==> config.mk <==
export PLATFORM = sky130hd
export DESIGN_NAME = primitive_assembly_to_triangle_list
export DESIGN_NICKNAME = d
export VERILOG_FILES = /design/src/rtl/pata_pkg.sv /design/src/rtl/pata_history.sv /design/src/rtl/pata_emit.sv /design/src/rtl/primitive_assembly_to_triangle_list.sv
export SDC_FILE = /design/constraint.sdc
export NUM_CORES = 2
export LEC_CHECK = 0
export BUFFER_PORTS_ARGS = -buffer_cell sky130_fd_sc_hd__buf_2
export CAP_MARGIN = 20
export CELL_PAD_IN_SITES_DETAIL_PLACEMENT = 1
export CELL_PAD_IN_SITES_GLOBAL_PLACEMENT = 2
export CORE_ASPECT_RATIO = 1.1
export CORE_UTILIZATION = 40
export CTS_CLUSTER_SIZE = 24
export DETAILED_ROUTE_END_ITERATION = 10
export MAX_ROUTING_LAYER = met4
export PLACE_DENSITY = 0.78
export REMOVE_ABC_BUFFERS = 1
export SLEW_MARGIN = 5
export SYNTH_ARGS = -nofsm -noshare
export SYNTH_HDL_FRONTEND = slang
export SYNTH_SLANG_ARGS = --single-unit
==> constraint.sdc <==
create_clock -name clk -period 55.5 [get_ports clk]
set_clock_uncertainty 0.2 [all_clocks]
set_input_delay 11.1 -clock clk [delete_from_list [all_inputs] [get_ports clk]]
set_output_delay 11.1 -clock clk [all_outputs]
set_load 0.02 [all_outputs]
==> src/rtl/pata_pkg.sv <==
// Shared types and constants for the primitive assembly block.
// Depends on nothing; used by every module of the block.
package pata_pkg;

    localparam logic [2:0] PRIM_LIST   = 3'd3;
    localparam logic [2:0] PRIM_STRIP  = 3'd4;
    localparam logic [2:0] PRIM_FAN    = 3'd5;
    localparam logic [2:0] PRIM_SPRITE = 3'd6;

    localparam logic [1:0] JOB_LIST   = 2'd0;
    localparam logic [1:0] JOB_TRI    = 2'd1;
    localparam logic [1:0] JOB_SPRITE = 2'd2;

    // First member sits in the highest bits, so x lands in the lowest bits.
    typedef struct packed {
        logic [63:0] uv;
        logic [63:0] ba;
        logic [63:0] rg;
        logic [31:0] w;
        logic [31:0] z;
        logic [31:0] y;
        logic [31:0] x;
    } vertex_t;

    typedef struct packed {
        logic       valid;
        logic [1:0] mode;
        vertex_t    a;
        vertex_t    b;
        vertex_t    c;
    } job_t;

    function automatic logic [2:0] job_len(input logic [1:0] mode);
        logic [2:0] len;
        case (mode)
            JOB_TRI:    len = 3'd3;
            JOB_SPRITE: len = 3'd6;
            default:    len = 3'd1;
        endcase
        return len;
    endfunction

endpackage

==> src/rtl/pata_history.sv <==
// Vertex history and primitive tracking; builds one emit job per transfer.
// Depends on pata_pkg.
module pata_history
(
    input  logic              clk,
    input  logic              rst_n,
    input  logic              accept,
    input  logic [2:0]        cmd_prim,
    input  logic              first_of_primitive,
    input  pata_pkg::vertex_t cur,
    output pata_pkg::job_t    job
);

    pata_pkg::vertex_t first_reg, older_reg, prev_reg;
    logic [1:0] seen_reg, seen_next;
    logic       parity_reg;
    logic [2:0] prim_reg;

    logic [1:0] cnt;
    logic       par;
    logic [2:0] prim;

    assign cnt  = first_of_primitive ? 2'd0 : seen_reg;
    assign par  = first_of_primitive ? 1'b0 : parity_reg;
    assign prim = first_of_primitive ? cmd_prim : prim_reg;
    assign seen_next = (cnt == 2'd3) ? 2'd3 : cnt + 2'd1;

    always_comb
    begin
        job       = '0;
        job.a     = prev_reg;
        job.b     = older_reg;
        job.c     = cur;
        job.mode  = pata_pkg::JOB_LIST;
        case (prim)
            pata_pkg::PRIM_LIST:
            begin
                job.valid = 1'b1;
            end
            pata_pkg::PRIM_STRIP:
            begin
                job.valid = (cnt >= 2'd2);
                job.mode  = pata_pkg::JOB_TRI;
                job.a     = par ? prev_reg : older_reg;
                job.b     = par ? older_reg : prev_reg;
            end
            pata_pkg::PRIM_FAN:
            begin
                job.valid = (cnt >= 2'd2);
                job.mode  = pata_pkg::JOB_TRI;
                job.a     = first_reg;
                job.b     = prev_reg;
            end
            pata_pkg::PRIM_SPRITE:
            begin
                job.valid = par && (cnt >= 2'd1);
                job.mode  = pata_pkg::JOB_SPRITE;
            end
            default:
            begin
                job.valid = 1'b0;
            end
        endcase
    end

    always_ff @(posedge clk or negedge rst_n)
    begin
        if (!rst_n)
        begin
            seen_reg   <= 2'd0;
            parity_reg <= 1'b0;
            prim_reg   <= 3'd0;
        end
        else if (accept)
        begin
            seen_reg   <= seen_next;
            parity_reg <= ~par;
            prim_reg   <= prim;
        end
    end

    always_ff @(posedge clk)
    begin
        if (accept)
        begin
            if (cnt == 2'd0)
            begin
                first_reg <= cur;
            end
            older_reg <= prev_reg;
            prev_reg  <= cur;
        end
    end

endmodule

==> src/rtl/pata_emit.sv <==
// Job register, step sequencer and output register for emitted vertices.
// Depends on pata_pkg.
module pata_emit
(
    input  logic           clk,
    input  logic           rst_n,
    input  logic           load,
    input  pata_pkg::job_t job_in,
    output logic           job_ready,
    output logic           m_tvalid,
    input  logic           m_tready,
    output logic [319:0]   m_tdata,
    output logic           m_tlast
);

    pata_pkg::job_t    job_reg;
    logic              job_valid_reg, job_valid_next;
    logic [2:0]        step_reg, step_next;
    logic              out_valid_reg, out_valid_next;
    pata_pkg::vertex_t out_data_reg;
    logic              out_last_reg;

    pata_pkg::vertex_t sel;
    logic              out_free;
    logic              advance;
    logic              last_step;

    assign out_free  = !out_valid_reg || m_tready;
    assign advance   = job_valid_reg && out_free;
    assign last_step = (step_reg == pata_pkg::job_len(job_reg.mode) - 3'd1);
    assign job_ready = !job_valid_reg || (advance && last_step);

    always_comb
    begin
        sel = job_reg.c;
        if (job_reg.mode == pata_pkg::JOB_TRI)
        begin
            case (step_reg)
                3'd0:    sel = job_reg.a;
                3'd1:    sel = job_reg.b;
                default: sel = job_reg.c;
            endcase
        end
        else if (job_reg.mode == pata_pkg::JOB_SPRITE)
        begin
            case (step_reg)
                3'd0:
                begin
                    sel = job_reg.a;
                end
                3'd1:
                begin
                    sel   = job_reg.a;
                    sel.y = job_reg.c.y;
                end
                3'd3:
                begin
                    sel = job_reg.a;
                end
                3'd5:
                begin
                    sel   = job_reg.c;
                    sel.y = job_reg.a.y;
                end
                default:
                begin
                    sel = job_reg.c;
                end
            endcase
        end
    end

    always_comb
    begin
        job_valid_next = job_valid_reg;
        step_next      = step_reg;
        out_valid_next = out_valid_reg && !m_tready;
        if (advance)
        begin
            out_valid_next = 1'b1;
            if (last_step)
            begin
                job_valid_next = 1'b0;
                step_next      = 3'd0;
            end
            else
            begin
                step_next = step_reg + 3'd1;
            end
        end
        if (load && job_ready)
        begin
            job_valid_next = job_in.valid;
            step_next      = 3'd0;
        end
    end

    always_ff @(posedge clk or negedge rst_n)
    begin
        if (!rst_n)
        begin
            job_valid_reg <= 1'b0;
            step_reg      <= 3'd0;
            out_valid_reg <= 1'b0;
        end
        else
        begin
            job_valid_reg <= job_valid_next;
            step_reg      <= step_next;
            out_valid_reg <= out_valid_next;
        end
    end

    always_ff @(posedge clk)
    begin
        if (load && job_ready)
        begin
            job_reg <= job_in;
        end
        if (advance)
        begin
            out_data_reg <= sel;
            out_last_reg <= last_step;
        end
    end

    assign m_tvalid = out_valid_reg;
    assign m_tdata  = out_data_reg;
    assign m_tlast  = out_last_reg;

endmodule

==> src/rtl/primitive_assembly_to_triangle_list.sv <==
// Top level of the primitive assembly block: vertices in, triangle list out.
// Depends on pata_pkg, pata_history and pata_emit.
//
//  Channel | Direction | Carries
//  --------+-----------+---------------------------------------------------
//  s_*     | in        | one vertex with primitive type and start mark
//  m_*     | out       | one vertex of the triangle list, tlast on the last
//
// A list vertex emits one vertex, a strip or fan vertex three and a sprite pair six; a vertex
// that emits nothing frees the job register; the output takes one vertex per cycle when not stalled.
// An input transfer loads a job register; the next input is taken in the cycle
// the last vertex of the current job moves into the output register.
// Reset clears the primitive state and all valid flags; no clearing pass.
// A stalled output holds its vertex and backs up into the job register.
module primitive_assembly_to_triangle_list
(
    input  logic         clk,
    input  logic         rst_n,
    input  logic         s_tvalid,
    output logic         s_tready,
    input  logic [319:0] s_tdata,   // pos_x, pos_y, pos_z, pos_w, color_rg, color_ba, tex_uv
    input  logic [3:0]   s_tuser,   // cmd_prim, first_of_primitive
    output logic         m_tvalid,
    input  logic         m_tready,
    output logic [319:0] m_tdata,   // out_x, out_y, out_z, out_w, out_rg, out_ba, out_uv
    output logic         m_tlast
);

    pata_pkg::job_t    job;
    pata_pkg::vertex_t cur;
    logic              accept;
    logic              job_ready;

    assign cur      = s_tdata;
    assign s_tready = job_ready;
    assign accept   = s_tvalid && job_ready;

    pata_history u_history
    (
        .clk                (clk),
        .rst_n              (rst_n),
        .accept             (accept),
        .cmd_prim           (s_tuser[2:0]),
        .first_of_primitive (s_tuser[3]),
        .cur                (cur),
        .job                (job)
    );

    pata_emit u_emit
    (
        .clk       (clk),
        .rst_n     (rst_n),
        .load      (accept),
        .job_in    (job),
        .job_ready (job_ready),
        .m_tvalid  (m_tvalid),
        .m_tready  (m_tready),
        .m_tdata   (m_tdata),
        .m_tlast   (m_tlast)
    );

endmodule
# [After elaboration in Yosys (flattened, before gate mapping)]
# Index checks and enable logic that the tools add are counted.
[word_totals] memories=0 regBits=2254 ramBits=0 latch_bits=0 romBits=0
[op_classes] div=0 n_lt_le_gt_ge=2 n_eq_ne=11 n_mul=0 add_sub_neg=3 shifts=0 reduce_logical=19 n_mux=21 bitwise=1
[op_table] op="$mux 320" n=4
[op_table] op="$pmux 640 s2" n=1
[op_table] op="$pmux 320 s3" n=1
[op_table] op="$pmux 320 s2" n=1
[op_table] op="$eq 3x3->1 const B" n=4
[op_table] op="$mux 3" n=4
[op_table] op="$eq 3x2->1 const B" n=2
[op_table] op="$logic_and 1x1->1" n=6
[op_table] op="$pmux 3 s2" n=1
[op_table] op="$mux 1" n=5
[op_table] op="$eq 2x2->1 const B" n=2
[op_table] op="$mux 2" n=2
[op_table] op="$pmux 2 s2" n=1
[op_table] op="$reduce_and 2->1" n=2
[op_table] op="$reduce_bool 2->1" n=2
[op_table] op="$reduce_or 2->1" n=2
[op_table] op="$add 3x1->3 const B" n=1
[op_table] op="$eq 3x1->1 const B" n=1
[op_table] op="$eq 3x3->1" n=1
[op_table] op="$logic_not 1->1" n=3
[op_table] op="$logic_not 3->1" n=1
[op_table] op="$pmux 1 s3" n=1
[op_table] op="$sub 3x1->3 const B" n=1
[op_table] op="$add 2x1->2 const B" n=1
[op_table] op="other kinds (6)" n=7

# [Logic depth before layout (Yosys ltp)]
[logic_depth] word_depth=10 depth_mapped=11 ltp_nobuf=6

# [Hierarchy]
# Synthesis repeated with hierarchy kept, for this count alone.
[unflattened] hier_cells=6031 area_unflattened_um2=97146.9
[by_module_without_submodules] mod="pata_emit" area_each_um2=48718.0 cells_per_inst=2829 n_inst=1
[by_module_without_submodules] mod="pata_history" area_each_um2=48422.7 cells_per_inst=3201 n_inst=1
[by_module_without_submodules] mod="primitive_assembly_to_triangle_list" area_each_um2=6.3 cells_per_inst=1 n_inst=1

# [Least setup slack after synthesis]
# No wires, ideal clock.
[synth_path] path_type="input to register" from="input port m_tready" to="register u_history.first_reg[0] (netlist bit) (enable)" setup_time_ns=0.712 path_buffers=0 arrival_ns=57.665 required_time_ns=54.588 stages=4 path_slack_ns=-3.077 cell_sequence="nand2b_1 -> o21ai_0 -> a31oi_2 -> o21a_1"
[synth_between] elab_chain_cells=6
[synth_lines] element="from (decl)" line_no="primitive_assembly_to_triangle_list.sv:24" source="input logic m_tready,"
[synth_lines] element="$logic_or 1x1->1" line_no="pata_emit.sv:28" source="assign out_free = !out_valid_reg || m_tready;"
[synth_lines] element="$logic_and 1x1->1" line_no="pata_emit.sv:29" source="assign advance = job_valid_reg && out_free;"
[synth_lines] element="$logic_and 1x1->1" line_no="pata_emit.sv:31" source="assign job_ready = !job_valid_reg || (advance && last_step);"
[synth_lines] element="$logic_or 1x1->1" line_no="pata_emit.sv:31"
[synth_lines] element="$logic_and 1x1->1" line_no="primitive_assembly_to_triangle_list.sv:36" source="assign accept = s_tvalid && job_ready;"
[synth_lines] element="net accept" line_no="primitive_assembly_to_triangle_list.sv:31" source="logic accept;"
[synth_lines] element="$reduce_and 2->1 (no source line)"
[synth_lines] element="to (signal assigned)" line_no="pata_history.sv:88" source="first_reg <= cur;"
[synth_lines] element="to (decl)" line_no="pata_history.sv:14" source="pata_pkg::vertex_t first_reg, older_reg, prev_reg;"
# The timed path passes the listed nets, and every way through them passes these cells.
# A chain may end at the register's enable or synchronous reset.

# [Final worst setup path]
[layout_path] from="input port m_tready" to="output port s_tready"
[layout_between] elab_chain_cells=4
[layout_lines] element="$logic_or 1x1->1" line_no="pata_emit.sv:28"
[layout_lines] element="$logic_and 1x1->1" line_no="pata_emit.sv:29"
[layout_lines] element="$logic_and 1x1->1" line_no="pata_emit.sv:31"
[layout_lines] element="$logic_or 1x1->1" line_no="pata_emit.sv:31"
[layout_lines] element="to (decl)" line_no="primitive_assembly_to_triangle_list.sv:20" source="output logic s_tready,"
# Every way passes these cells.

==> results.py <==
metrics = {
    "placement": {
        "dp_cells": 8592,
        "place_ws_ns": 32.25,
        "placed_cell_area_mm2": 0.0868,
        "numPortBuffers": 650,
        "gp_congestion": 0.770,
        "dpl.hpwl_um": 136000,
    },
    "finish": {
        "area_delta_synth_final_pct": 14.6,
        "largest_reg_flops": 743,
        "final_util_pct": 46.2,
        "post_layout_nonfiller_instances": 9023,
        "fillCellCount": 20096,
        "drive_gt1_share_pct": 21.7,
        "fin_area_mm2": 0.0932,
        "finalNetCount": 6415,
    },
    "clocking": {
        "cts_max_path_buffers": 3,
        "cts.hold.buffers_added": 0,
        "post_cts_buffers": 0,
        "cts_buffers": 200,
        "clkLatencyLatePin_ns": 0.87,
        "clk_pin_slew_ns": 0.06,
        "clock-sinks": 1934,
        "cts-resized-gates": 0,
        "root_buffer": "clkbuf_16",
        "cts_tree": "yes",
        "h-tree-depth": 4,
    },
    "detailed_routing": {
        "route.detailed.drc": 0,
        "wl_per_cell_um": 27.4,
        "via_per_inst": 6.04,
        "ant_nets": 0,
        "vias": 54501,
        "drt_iter0_markers": 4735,
        "drtPass1Iterations": 6,
        "wl_um": 247000,
    },
    "setup_path": {
        "required_ns": 44.20,
        "cp_num_buf_inv": 2,
        "cp-start-kind": "primary input",
        "crit_path_top_delay_cell": "a21boi_0",
        "cp_max_fo": 6,
        "critPathTopFamily": "simple AND/OR/NAND/NOR gates",
        "r2r_slack_ns": 47.94,
        "endpoint_kind": "output pin",
        "criticalPathCategory": "primary input to output pin",
        "path_cells": "buf_2, nand2b_1, a21boi_0, nand2b_1, buf_2",
        "cpPeakStageDelay_ns": 0.28,
        "arrival_ns": 11.96,
    },
    "logic_synthesis": {
        "synth-edff-count": 1923,
        "synth_cell_types": 55,
        "ys_ff_latch": 1934,
        "yosysTopAreaCell": "edfxtp_1",
        "synthFlopType": "edfxtp_1",
        "synth_area_leaders": "edfxtp_1, mux2_2, a221oi_1",
        "syn_area_mm2": 0.0813,
        "syn_area_per_cell_um2": 14.5,
        "synthArstFlopShare_pct": 0.569,
        "yosys.area.top_type_share_pct": 71.0,
        "yosysSeqAreaShare_pct": 71.3,
        "synthesis.instances": 5599,
        "ys_warn_count": 0,
    },
    "die": {
        "fp.dieH_um": 475,
        "io-pin-count": 651,
        "die_x_um": 432,
        "dieArea_mm2": 0.205,
        "design.core.area_mm2": 0.202,
        "start_util_pct": 40.3,
        "rows": 173,
    },
    "sta": {
        "finalMaxSlewViolations": 0,
        "setup_ws_ns": 32.24,
        "fin_crit_ns": 23.26,
        "rsz0062_at_grt": "false",
        "hold_viol_final": 0,
        "worst_pin_slew_ns": 1.18,
        "relSlewSlack_pct": 21.6,
        "fmax_ghz": 0.0430,
        "final.period_utilization_pct": 41.9,
        "finalSetupViolCount": 0,
    },
    "run_status": {
        "outcome": "completed",
    },
    "grt": {
        "globalRouteOverflowTotal": 0,
        "grt_pass1_vias": 57433,
        "grt_max_degree": 184,
        "grt_pass1_wl_um": 363000,
        "grt_use_total_pct": 24.0,
        "antenna_found_initial": 80,
    },
    "pwr": {
        "pwr_density_cell_mw_per_mm2": 59.5,
        "finalPower_mw": 5.55,
        "p_leak_nw": 33.4,
        "peakVddDrop_v": 0.0000580,
    },
    "worst_hold_path": {
        "hold_path_class": "register to register",
    },
    "flow_run": {
        "drv_cap": 0,
    },
}
[layout by cell type (no fill, tap or decap), types with 4 or more instances in the layout]
cell / n
buf_12: 15
a22o_1: 33
buf_4: 69
a21o_1: 288
o21ai_0: 276
clkbuf_16: 204
dfrtp_1: 11
mux2_2: 325
nor4_1: 288
clkbuf_1: 45
edfxtp_1: 1923
inv_6: 5
a211oi_1: 289
inv_1: 55
a222oi_1: 47
nor2b_1: 4
diode_2: 66
buf_2: 650
a21oi_1: 68
a22oi_1: 305
a221oi_1: 287
clkinv_2: 38
clkinv_1: 49
nand2_1: 315
bufinv_16: 14
nor2_1: 576
[report_power, final]
group	switching, mW	internal [mW]	total (mW)
Clock	0.575	0.738	1.31
Combinational	1.17	0.509	1.68
Sequential	0.264	2.29	2.55
[synthesized netlist by cell type, drive strengths merged (5+ instances only)]
cell / count
a221oi: 287
nor2b: 6
edfxtp: 1923
buf: 201
a21o: 288
mux2: 326
nor4: 289
inv: 58
a211oi: 289
a22o: 33
a22oi: 306
a21oi: 68
a222oi: 47
nand2b: 5
nor2: 577
dfrtp: 11
o21ai: 278
clkbuf: 251
nand2: 315
[worst paths after layout]
check,start,endpoint,cells past startpoint
worst max-delay path,m_tready,s_tready,5
worst min-delay path,u_history.prev_reg[308]$_DFFE_PP_,u_history.older_reg[308]$_DFFE_PP_,0
worst max register to register,u_emit.step_reg[2]$_DFFE_PN0P_,u_emit.job_reg[770]$_DFFE_PP_,9
worst min register to register,u_history.prev_reg[308]$_DFFE_PP_,u_history.older_reg[308]$_DFFE_PP_,0
max in group asynchronous,rst_n,u_history.seen_reg[0]$_DFFE_PN0P_,1
min in group asynchronous,rst_n,u_emit.m_tvalid$_DFF_PN0_,1
[logic make-up after synthesis]
group	share of synthesized area, %
muxes	4.55
DFF	71.3
buffers and inverters	2.94
xor gates and xnor gates	0.0215
AOI/OAI and AO/OA	14.5
and+or+nand+nor	6.58
adders and majority gates	0.0615
[per-layer routing]
layer  global-route usage [%]  vias to the layer above  share of wire, %  wire (um)
li1                         -                    23540                 -          -
met1                     28.2                    28493                39      96600
met2                     40.0                     1988                50     124000
met3                     4.69                      480               7.1      17500
met4                     10.8                        0               3.7       9070
met5                        -                        -                 0          0
[cell type report]
cell class | instances | area [um^2] | area share, %
clock buffers | 249 | 5270 | 5.66
clock inverters | 115 | 1020 | 1.09
multi-input cells | 3155 | 21100 | 22.6
well taps | 2712 | 3390 | 3.64
repair buffers | 734 | 4070 | 4.37
inverters | 58 | 233 | 0.250
flip-flops and latches | 1934 | 58000 | 62.2
diodes | 66 | 165 | 0.177
[per-stage QoR]
stage / TNS [ns] / hold WS, ns
after floorplan: -984.48 / 0.269
after global placement: 0 / 0.289
after detailed placement: 0 / 0.296
after CTS: 0 / 0.298
after global routing: 0 / 0.316
final: 0 / 0.297
[worst register-to-register path: cells and delay by family, from the launching register on]
family	cells	cell delay, ns
flip-flops	1	0.56
AO/OA/AOI/OAI	2	0.81
buffers and inverters	7	5.53
No activity file was read; power rests on OpenSTA's default activity.
